## config.mk

```make
export PLATFORM = sky130hd
export DESIGN_NAME = rotation_matrix_to_quaternion_unit
export DESIGN_NICKNAME = d
export VERILOG_FILES = /design/src/design/rmq_pkg.sv /design/src/design/rmq_front.sv /design/src/design/rmq_root.sv /design/src/design/rmq_quot.sv /design/src/design/rmq_back.sv /design/src/design/rotation_matrix_to_quaternion_unit.sv
export SDC_FILE = /design/constraint.sdc
export NUM_CORES = 2
export LEC_CHECK = 0
export BUFFER_PORTS_ARGS = -buffer_cell sky130_fd_sc_hd__buf_2
export CAP_MARGIN = 15
export CORE_MARGIN = 10
export CORE_UTILIZATION = 30
export CTS_CLUSTER_SIZE = 8
export DETAILED_ROUTE_END_ITERATION = 7
export PLACE_DENSITY = 0.43
export RECOVER_POWER = 25
export SLEW_MARGIN = 20
export SYNTH_ARGS = -nofsm -noshare
export SYNTH_HDL_FRONTEND = slang
export SYNTH_SLANG_ARGS = --single-unit
```

## constraint.sdc

```tcl
create_clock -name clk -period 17.7 [get_ports clk]
set_clock_uncertainty 0.2 [all_clocks]
set_input_delay 2.655 -clock clk [delete_from_list [all_inputs] [get_ports clk]]
set_output_delay 2.655 -clock clk [all_outputs]
set_load 0.03 [all_outputs]
```

## src/design/rmq_pkg.sv

```systemverilog
// rmq_pkg: widths, pipeline word types and the saturation helper
// for the rotation matrix to quaternion unit; no dependencies
`timescale 1ns / 1ps
package rmq_pkg;

  localparam int EW    = 16;              // element width
  localparam int FB    = 14;              // fraction bits
  localparam int NW    = EW + 1;          // off-diagonal sum or difference
  localparam int AW    = EW + 3;          // signed root argument
  localparam int XW    = AW - 1 + FB;     // clamped argument scaled by 2^FB
  localparam int RW    = (XW + 1) / 2;    // root width
  localparam int XPW   = 2 * RW;          // radicand, padded to whole digit pairs
  localparam int RMW   = RW + 1;          // root remainder
  localparam int SW    = RW + 1;          // scale = 2 * root
  localparam int DXW   = NW + FB;         // scaled numerator magnitude
  localparam int CW    = NW + FB + SW + EW;
  localparam int STEPS = 4;               // iterations per pipeline stage
  localparam int RSTG  = (RW + STEPS - 1) / STEPS;
  localparam int QSTG  = (EW + STEPS - 1) / STEPS;
  localparam int LATENCY = RSTG + QSTG + 3;

  localparam logic [1:0] BR_TRACE = 2'd0;
  localparam logic [1:0] BR_X     = 2'd1;
  localparam logic [1:0] BR_Y     = 2'd2;
  localparam logic [1:0] BR_Z     = 2'd3;

  typedef struct packed {
    logic [1:0]           br;
    logic [2:0][NW-1:0]   num;
  } side_t;

  typedef struct packed {
    logic           valid;
    logic [XPW-1:0] x;
    side_t          side;
  } fr_t;

  typedef struct packed {
    logic           valid;
    logic [RMW-1:0] rem;
    logic [RW-1:0]  root;
    logic [XPW-1:0] xr;
    side_t          side;
  } rt_t;

  typedef struct packed {
    logic          neg;
    logic          zero;
    logic          ovf;
    logic [SW-1:0] rem;
    logic [EW-1:0] lo;
    logic [EW-1:0] q;
  } lane_t;

  typedef struct packed {
    logic             valid;
    logic [1:0]       br;
    logic [RW-1:0]    root;
    lane_t [2:0]      lane;
  } dv_t;

  // signed saturation of a sign and magnitude; big means past any limit
  function automatic logic [EW-1:0] sat_mag(input logic neg, input logic big,
                                            input logic [EW-1:0] mag);
    logic [EW-1:0] res;
    if (neg) begin
      if (big || mag >= {1'b1, {(EW-1){1'b0}}}) res = {1'b1, {(EW-1){1'b0}}};
      else res = EW'(-mag);
    end else begin
      if (big || mag > {1'b0, {(EW-1){1'b1}}}) res = {1'b0, {(EW-1){1'b1}}};
      else res = mag;
    end
    return res;
  endfunction

endpackage

```

## src/design/rmq_front.sv

```systemverilog
// rmq_front: branch choice, root argument and the three numerators
// depends on rmq_pkg
`timescale 1ns / 1ps
module rmq_front (
  input  logic                         clk,
  input  logic                         rst_n,
  input  logic                         in_valid,
  input  logic signed [rmq_pkg::EW-1:0] in_r00,
  input  logic signed [rmq_pkg::EW-1:0] in_r01,
  input  logic signed [rmq_pkg::EW-1:0] in_r02,
  input  logic signed [rmq_pkg::EW-1:0] in_r10,
  input  logic signed [rmq_pkg::EW-1:0] in_r11,
  input  logic signed [rmq_pkg::EW-1:0] in_r12,
  input  logic signed [rmq_pkg::EW-1:0] in_r20,
  input  logic signed [rmq_pkg::EW-1:0] in_r21,
  input  logic signed [rmq_pkg::EW-1:0] in_r22,
  output rmq_pkg::fr_t                 fr_o
);
  import rmq_pkg::*;

  logic signed [AW-1:0] e00, e11, e22, t, one, a;
  logic signed [NW-1:0] d21_12, d02_20, d10_01, s01_10, s02_20, s12_21;
  logic [1:0]           br;
  fr_t                  fr_nxt, fr_r;

  always_comb begin
    e00 = AW'(in_r00);
    e11 = AW'(in_r11);
    e22 = AW'(in_r22);
    one = {{(AW-1){1'b0}}, 1'b1} << FB;
    t   = e00 + e11 + e22;
    d21_12 = NW'(in_r21) - NW'(in_r12);
    d02_20 = NW'(in_r02) - NW'(in_r20);
    d10_01 = NW'(in_r10) - NW'(in_r01);
    s01_10 = NW'(in_r01) + NW'(in_r10);
    s02_20 = NW'(in_r02) + NW'(in_r20);
    s12_21 = NW'(in_r12) + NW'(in_r21);
    // ties fall through to the later branch
    if (t > 0) begin
      br = BR_TRACE;
      a  = t + one;
    end else if (e00 > e11 && e00 > e22) begin
      br = BR_X;
      a  = one + e00 - e11 - e22;
    end else if (e11 > e22) begin
      br = BR_Y;
      a  = one + e11 - e00 - e22;
    end else begin
      br = BR_Z;
      a  = one + e22 - e00 - e11;
    end
    fr_nxt.valid   = in_valid;
    fr_nxt.x       = a[AW-1] ? '0 : XPW'({a[AW-2:0], {FB{1'b0}}});
    fr_nxt.side.br = br;
    case (br)
      BR_TRACE: fr_nxt.side.num = {d10_01, d02_20, d21_12};
      BR_X:     fr_nxt.side.num = {s02_20, s01_10, d21_12};
      BR_Y:     fr_nxt.side.num = {s12_21, s01_10, d02_20};
      BR_Z:     fr_nxt.side.num = {s12_21, s02_20, d10_01};
      default:  fr_nxt.side.num = '0;
    endcase
  end

  always_ff @(posedge clk) begin
    if (!rst_n) begin
      fr_r.valid <= 1'b0;
    end else begin
      fr_r <= fr_nxt;
    end
  end

  assign fr_o = fr_r;
endmodule

```

## src/design/rmq_root.sv

```systemverilog
// rmq_root: pipelined digit-by-digit square root, four root bits per stage
// depends on rmq_pkg
`timescale 1ns / 1ps
module rmq_root (
  input  logic         clk,
  input  logic         rst_n,
  input  rmq_pkg::fr_t fr_i,
  output rmq_pkg::rt_t rt_o
);
  import rmq_pkg::*;

  rt_t init_c;
  rt_t st_r   [RSTG];
  rt_t st_nxt [RSTG];

  always_comb begin
    init_c.valid = fr_i.valid;
    init_c.rem   = '0;
    init_c.root  = '0;
    init_c.xr    = fr_i.x;
    init_c.side  = fr_i.side;
  end

  for (genvar s = 0; s < RSTG; s++) begin : g_stg
    rt_t src;
    if (s == 0) begin : g_first
      assign src = init_c;
    end else begin : g_next
      assign src = st_r[s-1];
    end

    always_comb begin
      logic [RMW+1:0] rem2;
      logic [RMW+1:0] trial;
      rt_t            cur;
      cur = src;
      for (int k = 0; k < STEPS; k++) begin
        if (s * STEPS + k < RW) begin
          rem2  = {cur.rem, cur.xr[XPW-1 -: 2]};
          trial = (RMW+2)'({cur.root, 2'b01});
          if (rem2 >= trial) begin
            rem2     = rem2 - trial;
            cur.root = {cur.root[RW-2:0], 1'b1};
          end else begin
            cur.root = {cur.root[RW-2:0], 1'b0};
          end
          cur.rem = rem2[RMW-1:0];
          cur.xr  = cur.xr << 2;
        end
      end
      st_nxt[s] = cur;
    end

    always_ff @(posedge clk) begin
      if (!rst_n) begin
        st_r[s].valid <= 1'b0;
      end else begin
        st_r[s] <= st_nxt[s];
      end
    end
  end

  assign rt_o = st_r[RSTG-1];
endmodule

```

## src/design/rmq_quot.sv

```systemverilog
// rmq_quot: three restoring dividers in lockstep, numerator * 2^FB / scale
// depends on rmq_pkg
`timescale 1ns / 1ps
module rmq_quot (
  input  logic         clk,
  input  logic         rst_n,
  input  rmq_pkg::rt_t rt_i,
  output rmq_pkg::dv_t dv_o
);
  import rmq_pkg::*;

  dv_t setup_nxt, setup_r;
  dv_t st_r   [QSTG];
  dv_t st_nxt [QSTG];

  // sign/magnitude split and the out-of-range test against scale * 2^EW
  always_comb begin
    logic [SW-1:0]  s;
    logic [NW-1:0]  n;
    logic [NW-1:0]  mag;
    logic [DXW-1:0] xx;
    s = {rt_i.root, 1'b0};
    setup_nxt.valid = rt_i.valid;
    setup_nxt.br    = rt_i.side.br;
    setup_nxt.root  = rt_i.root;
    for (int l = 0; l < 3; l++) begin
      n   = rt_i.side.num[l];
      mag = n[NW-1] ? NW'(-n) : n;
      xx  = {mag, {FB{1'b0}}};
      setup_nxt.lane[l].neg  = n[NW-1];
      setup_nxt.lane[l].zero = (mag == '0);
      setup_nxt.lane[l].ovf  = CW'(xx) >= CW'({s, {EW{1'b0}}});
      setup_nxt.lane[l].rem  = SW'(xx >> EW);
      setup_nxt.lane[l].lo   = xx[EW-1:0];
      setup_nxt.lane[l].q    = '0;
    end
  end

  always_ff @(posedge clk) begin
    if (!rst_n) begin
      setup_r.valid <= 1'b0;
    end else begin
      setup_r <= setup_nxt;
    end
  end

  for (genvar g = 0; g < QSTG; g++) begin : g_stg
    dv_t src;
    if (g == 0) begin : g_first
      assign src = setup_r;
    end else begin : g_next
      assign src = st_r[g-1];
    end

    always_comb begin
      logic [SW:0]   rem2;
      logic [SW-1:0] s;
      dv_t           cur;
      cur = src;
      s   = {cur.root, 1'b0};
      for (int l = 0; l < 3; l++) begin
        for (int k = 0; k < STEPS; k++) begin
          if (g * STEPS + k < EW) begin
            rem2 = {cur.lane[l].rem, cur.lane[l].lo[EW-1]};
            if (rem2 >= {1'b0, s}) begin
              rem2 = rem2 - {1'b0, s};
              cur.lane[l].q = {cur.lane[l].q[EW-2:0], 1'b1};
            end else begin
              cur.lane[l].q = {cur.lane[l].q[EW-2:0], 1'b0};
            end
            cur.lane[l].rem = rem2[SW-1:0];
            cur.lane[l].lo  = cur.lane[l].lo << 1;
          end
        end
      end
      st_nxt[g] = cur;
    end

    always_ff @(posedge clk) begin
      if (!rst_n) begin
        st_r[g].valid <= 1'b0;
      end else begin
        st_r[g] <= st_nxt[g];
      end
    end
  end

  assign dv_o = st_r[QSTG-1];
endmodule

```

## src/design/rmq_back.sv

```systemverilog
// rmq_back: saturation and placement of the four components, output register
// depends on rmq_pkg
`timescale 1ns / 1ps
module rmq_back (
  input  logic                  clk,
  input  logic                  rst_n,
  input  rmq_pkg::dv_t          dv_i,
  output logic                  out_valid,
  output logic [rmq_pkg::EW-1:0] out_quat_w,
  output logic [rmq_pkg::EW-1:0] out_quat_x,
  output logic [rmq_pkg::EW-1:0] out_quat_y,
  output logic [rmq_pkg::EW-1:0] out_quat_z,
  output logic [1:0]            out_branch_taken
);
  import rmq_pkg::*;

  logic [RW+EW-1:0]     domw;
  logic [EW-1:0]        dom;
  logic [2:0][EW-1:0]   v;
  logic [3:0][EW-1:0]   q_nxt, q_r;
  logic                 valid_r;
  logic [1:0]           br_r;

  always_comb begin
    domw = (RW+EW)'(dv_i.root >> 1);
    dom  = sat_mag(1'b0, |domw[RW+EW-1:EW], domw[EW-1:0]);
    for (int l = 0; l < 3; l++) begin
      // zero scale lands in ovf, so only a zero numerator needs its own arm
      if (dv_i.lane[l].zero) v[l] = '0;
      else v[l] = sat_mag(dv_i.lane[l].neg, dv_i.lane[l].ovf, dv_i.lane[l].q);
    end
    case (dv_i.br)
      BR_TRACE: q_nxt = {v[2], v[1], v[0], dom};
      BR_X:     q_nxt = {v[2], v[1], dom, v[0]};
      BR_Y:     q_nxt = {v[2], dom, v[1], v[0]};
      BR_Z:     q_nxt = {dom, v[2], v[1], v[0]};
      default:  q_nxt = '0;
    endcase
  end

  always_ff @(posedge clk) begin
    if (!rst_n) begin
      valid_r <= 1'b0;
    end else begin
      valid_r <= dv_i.valid;
    end
  end

  always_ff @(posedge clk) begin
    q_r  <= q_nxt;
    br_r <= dv_i.br;
  end

  assign out_valid        = valid_r;
  assign out_quat_w       = q_r[0];
  assign out_quat_x       = q_r[1];
  assign out_quat_y       = q_r[2];
  assign out_quat_z       = q_r[3];
  assign out_branch_taken = br_r;
endmodule

```

## src/design/rotation_matrix_to_quaternion_unit.sv

```systemverilog
// Rotation matrix to unit quaternion, four-branch trace method. A matrix word
// is taken on every cycle that start is high and busy is low (busy is high
// only while rst_n is low) and its quaternion appears with out_valid after
// passing through one input stage, four stages of the root pipeline (four
// root bits each), a setup stage and four stages of the three dividers (four
// quotient bits each), and the output register. The sink cannot stall;
// results must be taken in the cycle they are shown.
// depends on rmq_pkg, rmq_front, rmq_root, rmq_quot, rmq_back
`timescale 1ns / 1ps
module rotation_matrix_to_quaternion_unit (
  input  logic                          clk,
  input  logic                          rst_n,
  input  logic                          start,
  output logic                          busy,
  input  logic signed [rmq_pkg::EW-1:0] in_r00,
  input  logic signed [rmq_pkg::EW-1:0] in_r01,
  input  logic signed [rmq_pkg::EW-1:0] in_r02,
  input  logic signed [rmq_pkg::EW-1:0] in_r10,
  input  logic signed [rmq_pkg::EW-1:0] in_r11,
  input  logic signed [rmq_pkg::EW-1:0] in_r12,
  input  logic signed [rmq_pkg::EW-1:0] in_r20,
  input  logic signed [rmq_pkg::EW-1:0] in_r21,
  input  logic signed [rmq_pkg::EW-1:0] in_r22,
  output logic                          out_valid,
  output logic signed [rmq_pkg::EW-1:0] out_quat_w,
  output logic signed [rmq_pkg::EW-1:0] out_quat_x,
  output logic signed [rmq_pkg::EW-1:0] out_quat_y,
  output logic signed [rmq_pkg::EW-1:0] out_quat_z,
  output logic [1:0]                    out_branch_taken
);
  import rmq_pkg::*;

  fr_t fr;
  rt_t rt;
  dv_t dv;

  // nothing is taken while the pipeline is held in reset
  assign busy = ~rst_n;

  rmq_front u_front (
    .clk, .rst_n, .in_valid(start),
    .in_r00, .in_r01, .in_r02, .in_r10, .in_r11, .in_r12,
    .in_r20, .in_r21, .in_r22,
    .fr_o(fr)
  );

  rmq_root u_root (.clk, .rst_n, .fr_i(fr), .rt_o(rt));

  rmq_quot u_quot (.clk, .rst_n, .rt_i(rt), .dv_o(dv));

  rmq_back u_back (
    .clk, .rst_n, .dv_i(dv),
    .out_valid, .out_quat_w, .out_quat_x, .out_quat_y, .out_quat_z,
    .out_branch_taken
  );
endmodule

```

==> Word-level counts from Yosys, hierarchy flattened <==
Memory sizes are Yosys's and may differ from the RTL's.
Index checks and enable logic that the tools add are counted.
{ "classes": {"addsub": 88, "order_cmp": 78, "n_eq_ne": 6, "n_mux": 162, "n_bitwise": 9, "reduce_logical": 12} }
{ "ops": {"columns": ["operator", "n"], "rows": [
  ["17-bit two-way mux", 67],
  ["17-bit subtractor", 57],
  ["18-bit by 17-bit >= comparator with 1-bit output", 45],
  ["64-bit one-hot mux with 4 select lines", 1],
  ["19-bit by 18-bit >= comparator with 1-bit output", 12],
  ["51-bit one-hot mux with 4 select lines", 1],
  ["16-bit two-way mux", 12],
  ["31-bit by 33-bit >= comparator with 1-bit output", 3],
  ["1-bit two-way mux", 75],
  ["16-bit by 16-bit adder with 17-bit output", 4],
  ["19-bit two-way mux", 3],
  ["19-bit by 16-bit subtractor with 19-bit output", 3],
  ["17-bit by 16-bit subtractor with 18-bit output", 3],
  ["16-bit by 16-bit adder with 17-bit output, first input constant", 3],
  ["16-bit by 17-bit >= comparator with 1-bit output", 3],
  ["17-bit logical NOT", 3],
  ["17-bit negator", 3],
  ["16-bit by 16-bit subtractor with 17-bit output", 3],
  ["16-bit by 17-bit subtractor with 17-bit output", 3],
  ["16-bit >= comparator, second input constant", 3],
  ["16-bit by 15-bit greater-than comparator with 1-bit output, second input constant", 3],
  ["16-bit greater-than comparator", 3],
  ["16-bit negator", 3],
  ["19-bit by 16-bit adder with 19-bit output, second input constant", 1],
  ["20 further kinds", 38]
]} }
{ "word_totals": {"reg_bits": 232, "ramBits": 1096, "in_bits": 147, "mem_count": 2} }
{ "memory_table": {"columns": ["memory", "words", "width", "read_ports", "rd_ports_with_merged_regs", "wr", "line_no", "rtl"], "rows": [
  ["u_quot.st_r", 4, 163, 4, 0, 4, "rmq_quot.sv:13", "dv_t st_r [QSTG];"],
  ["u_root.st_r", 4, 111, 4, 0, 4, "rmq_root.sv:13", "rt_t st_r [RSTG];"]
]} }

==> Longest topological paths before layout <==
An unclocked memory read counts as a cell.
{ "logic_depth": {"depth_word": 9, "ltp_mapped": 66} }

==> Cells and area by module <==
From an unflattened synthesis, not the netlist that was laid out.
{ "hier_totals": {"hier_cells": 11041, "area_unflattened_um2": 101459.8} }
{ "by_module_without_submodules": {"columns": ["module", "n_inst", "cells_each", "area_each_um2", "seq_area_each_um2"], "rows": [
  ["rmq_quot", 1, 6716, 59747.3, 15054.4],
  ["rmq_root", 1, 2069, 22644.2, 11130.7],
  ["rmq_front", 1, 1708, 14797.9, 2152.1],
  ["rmq_back", 1, 547, 4266.6, 1341.3],
  ["rotation_matrix_to_quaternion_unit", 1, 1, 3.8, 0.0]
]} }

==> Least setup slack after synthesis <==
OpenSTA, ideal clock, no wires.
{ "synth_path": {"path_kind": "reg2reg", "startpoint": "register, netlist name u_quot.g_stg[0].$7.cur[157]", "endpoint": "memory u_quot.st_r[0][81] (netlist name), data pin", "setup_time_ns": 0.260, "t_arrival_ns": 13.413, "required_time_ns": 17.240, "setup_slack_ns": 3.827, "path_stages_with_launch": 63, "synth_period_minus_slack_ns": 13.873, "path_cell_list": "edfxtp_1 > inv_1 > fa_1 > a21o_1 > a21o_1 > a21o_1 > a21o_1 > a21o_1 > a41oi_1 > a211o_1 > o21ba_2 > a21oi_1 > clkbuf_1 > nand2_1 > o21ai_0 > inv_1 > ha_1 > nor2b_1 > [... 27 more ...] > mux2i_1 > ha_1 > nor2b_1 > o21ai_0 > a21boi_0 > o21ai_0 > a21boi_0 > o21ai_0 > a21oi_1 > o21ai_0 > a2111oi_0 > o21a_1 > o21ai_0 > a21oi_1 > nor3_1 > nand2_1 > buf_1 > mux2_2"} }
{ "synth_rtl": {"columns": ["element", "line_no"], "rows": [
  ["to (decl)", "rmq_quot.sv:13"]
]} }

==> metrics.md <==
| Metric | Value |
|---|---|
| Post-Synth Adder-Cell Area | `18.29%` |
| Final setup TNS | `0 ps` |
| Maximum root-to-sink buffer count | `3` |
| DPL Wire Length | `229500 um` |
| Worst-path clk slew | `about 60 ps` |
| Total number of vias | `74780` |
| CP max stage cell | `clkbuf_1` |
| Multi-input logic area | `0.05944 mm^2` |
| Reg2reg path depth | `62` |
| Synth area leaders | `edfxtp_1 28%, ha_1 17%, mux2_2 5.1%` |
| Failing checks | `max-capacitance violations, max-slew violations` |
| Setup CP Type | `reg2reg` |
| Layout cells sized above 1 | `10.03%` |
| Total die area | `0.3213 mm^2` |
| Synth Area in Compound Gates | `19.81%` |
| Most common cell after layout, fill and taps aside | `ha_1` |
| Worst hold start | `u_quot.st_r[2][5]` |
| Xor/xnor cell area share of the yosys netlist | `between 6 and 7%` |
| Die Y | `around 570 um` |
| Data arrival, critical path | `16250 ps` |
| CP endpoint kind | `flip-flop` |
| Initial antenna violation count | `19` |
| Relative slew slack | `-83.28%` |
| Residual DRC | `0` |
| Hold WC Path Type | `reg2reg` |
| Main synth FF type | `edfxtp_1` |
| Seq cells post-synth | `910` |
| Startpoint Class | `flip-flop` |
| Num CTS Buffers | `141` |
| Clk Tree Root Cell | `clkbuf_16` |
| Maximum clock frequency | `between 60 and 70 MHz` |
| FP Rows | `200` |
| Routed wire length per instance | `20.32 um` |
| Gr usage total | `17.34%` |
| Mapped Area | `0.08971 mm^2` |
| Number of placed instances, taps included | `14100` |
| Hold_buf cts | `0` |
| Post-CTS Setup Bufs | `0` |
| Top delay family on crit path | `compound AO/OA/AOI/OAI gates` |
| Syn. warnings | `0` |
| Worst EP required | `18030 ps` |
| Vias in the first global route | `74320` |
| Highest-count cells in the layout ignoring fill and taps | `1215 x ha_1, 833 x edfxtp_1, 819 x nor2_1` |
| Area grow syn2layout | `11.86%` |
| Final wirelength | `290600 um` |
| Sequential Area | `0.02656 mm^2` |
| Starting Density | `30.18%` |
| Post-synth cell types | `between 100 and 150` |
| Post-synth EDFFs | `833` |
| Largest family of logic cells by synthesized area | `compound AO/OA/AOI/OAI gates` |
| Setup Viol. Count Final | `0` |
| Sequential share of the synthesized area | `slightly below 30%` |
| Pre-Repair DR Iteration Count | `6` |
| Worst hold stages | `0` |
| CTS tree | `built` |
| Worst-margin pin slew | `2749 ps` |
| Tcrit/Tclk final | `89.94%` |
| Critical path depth in cells | `62` |
| RSZ-0062 raised after global routing | `false` |
| GPL Wtd Cong | `approximately 0.88` |
| Hold Fails Final Rpt | `0` |
| Final Slew Violations | `142` |
| Core footprint | `0.2973 mm^2` |
| Post-route minimum period | `15920 ps` |
| First-pass GRT wire length | `443500 um` |
| Cells after Synth | `10020` |
| Simple-gate share of the synthesized area | `14.95%` |
| Mean number of vias per cell | `around 5.2` |
| Worst skew pair latency | `about 870 ps` |
| Largest net degree at the start of global routing | `200` |
| Die width | `566.8 um` |
| DRT iter0 DRCs | `4291` |
| Most common cell on crit path | `o21ai_0` |
| Top Ports | `215` |
| Final net count | `about 12000` |
| WP buf/inv | `6` |
| CP max FO | `28` |
| Post-Layout Cell Count | `14310` |
| ANT nets after route | `0` |
| Reg2reg start | `u_quot.g_stg[0].$7.cur[156]` |
| H-tree Lvls | `4` |
| Clock sink count | `910` |
| Quantity of gates resized following cts | `0` |
| Asr flop ratio synth | `0%` |
| Syn Area/Cell | `8.952 um^2` |
| Port buffer count | `approximately 210` |
| CP max stage delay | `780 ps` |
| Grt total ovfl | `0` |
| Post-synth top area share | `27.88%` |
| Crit path launch | `u_quot.g_stg[0].$7.cur[156]` |
| Max Cap Viol | `3` |
| Cell taking the most area after synthesis | `edfxtp_1` |
| Status | `finished, violations left` |
| Fillers | `30590` |
| Post-synthesis mux area share | `6.089%` |
==> logic make-up after synthesis <==
kind of cell             count (synthesis)
flip-flops                             910
multiplexers                           494
buffers and inverters                 1021
AO/OA/AOI/OAI                         2811
other                                    1
adder cells (fa/ha/maj)               1275
XOR/XNOR                               712
AND/OR/NAND/NOR                       2797
==> final timing paths <==
| check | to | slack, ps |
|---|---|---|
| setup / recovery | u_quot.st_r[0][127] | 1780 |
| setup reg to reg | u_quot.st_r[0][127] | 1780 |
| hold reg to reg | u_quot.st_r[3][9] | 170 |
| hold / removal | u_quot.st_r[3][9] | 170 |
==> routing by layer <==
layer	share of wire, %	routed length (um)	track usage, %
met1	47	136000	22.85
met4	2.8	8146	4.816
met2	47	136100	29.74
met3	3.5	10290	2.210
met5	0.054	156	0
==> stage by stage <==
stage	area, um^2	utilization, %	setup slack [ps]	hold slack, ps
2_1_floorplan	89710	-	3827	146.2
3_3_place_gp	96030	32.30	2509	200.2
3_5_place_dp	96030	32.30	2220	204.5
4_1_cts	100400	33.76	2151	184.7
5_1_grt	100300	33.75	290.3	178.1
6_report	100400	33.76	1781	169.7
==> cell usage after synthesis, drive strengths merged (63+ instances only) <==
cell type / n
dfxtp: 77
nor4: 63
a21boi: 153
o21ai: 754
xnor2: 498
o21a: 159
inv: 804
a21o: 286
nor2b: 156
edfxtp: 833
mux2i: 86
nor3: 219
mux2: 408
nand2: 743
xor2: 214
nand3: 147
a21oi: 741
o31ai: 135
nand4: 165
a211oi: 76
or3: 89
ha: 1215
nor2: 824
nand2b: 118
o21bai: 99
clkbuf: 186
==> final cells by class <==
class | count | share of cell area [%]
multi-input cells | 8091 | 59.23
flip-flops and latches | 910 | 26.46
well taps | 3939 | 4.911
clock buffers | 170 | 3.644
inverters | 813 | 3.041
repair buffers | 343 | 2.032
clock inverters | 35 | 0.6658
diodes | 5 | 0.01247
==> state kept, by name, summed over array words and instances, names as in the netlist <==
register                 count
u_quot.st_r                375
u_root.st_r                317
u_front.fr_o                72
u_quot.g_stg.src            51
u_quot.g_stg.$7.cur         28
u_back.out_quat_w           16
u_back.out_quat_x           16
u_back.out_quat_y           16
u_back.out_quat_z           16
u_back.out_branch_taken      2
u_back.out_valid             1
==> worst register-to-register path: cells and delay by family, from the launching register on <==
kind	cells	cell delay, ps
fa+ha+maj	5	1620
simple gates	9	2000
compound gates	39	8450
flops	1	360
buf+inv	6	1610
mux	3	1400
Power is not shown: default switching activity piles up to over one toggle a cycle in this logic, so the estimate is an artifact.
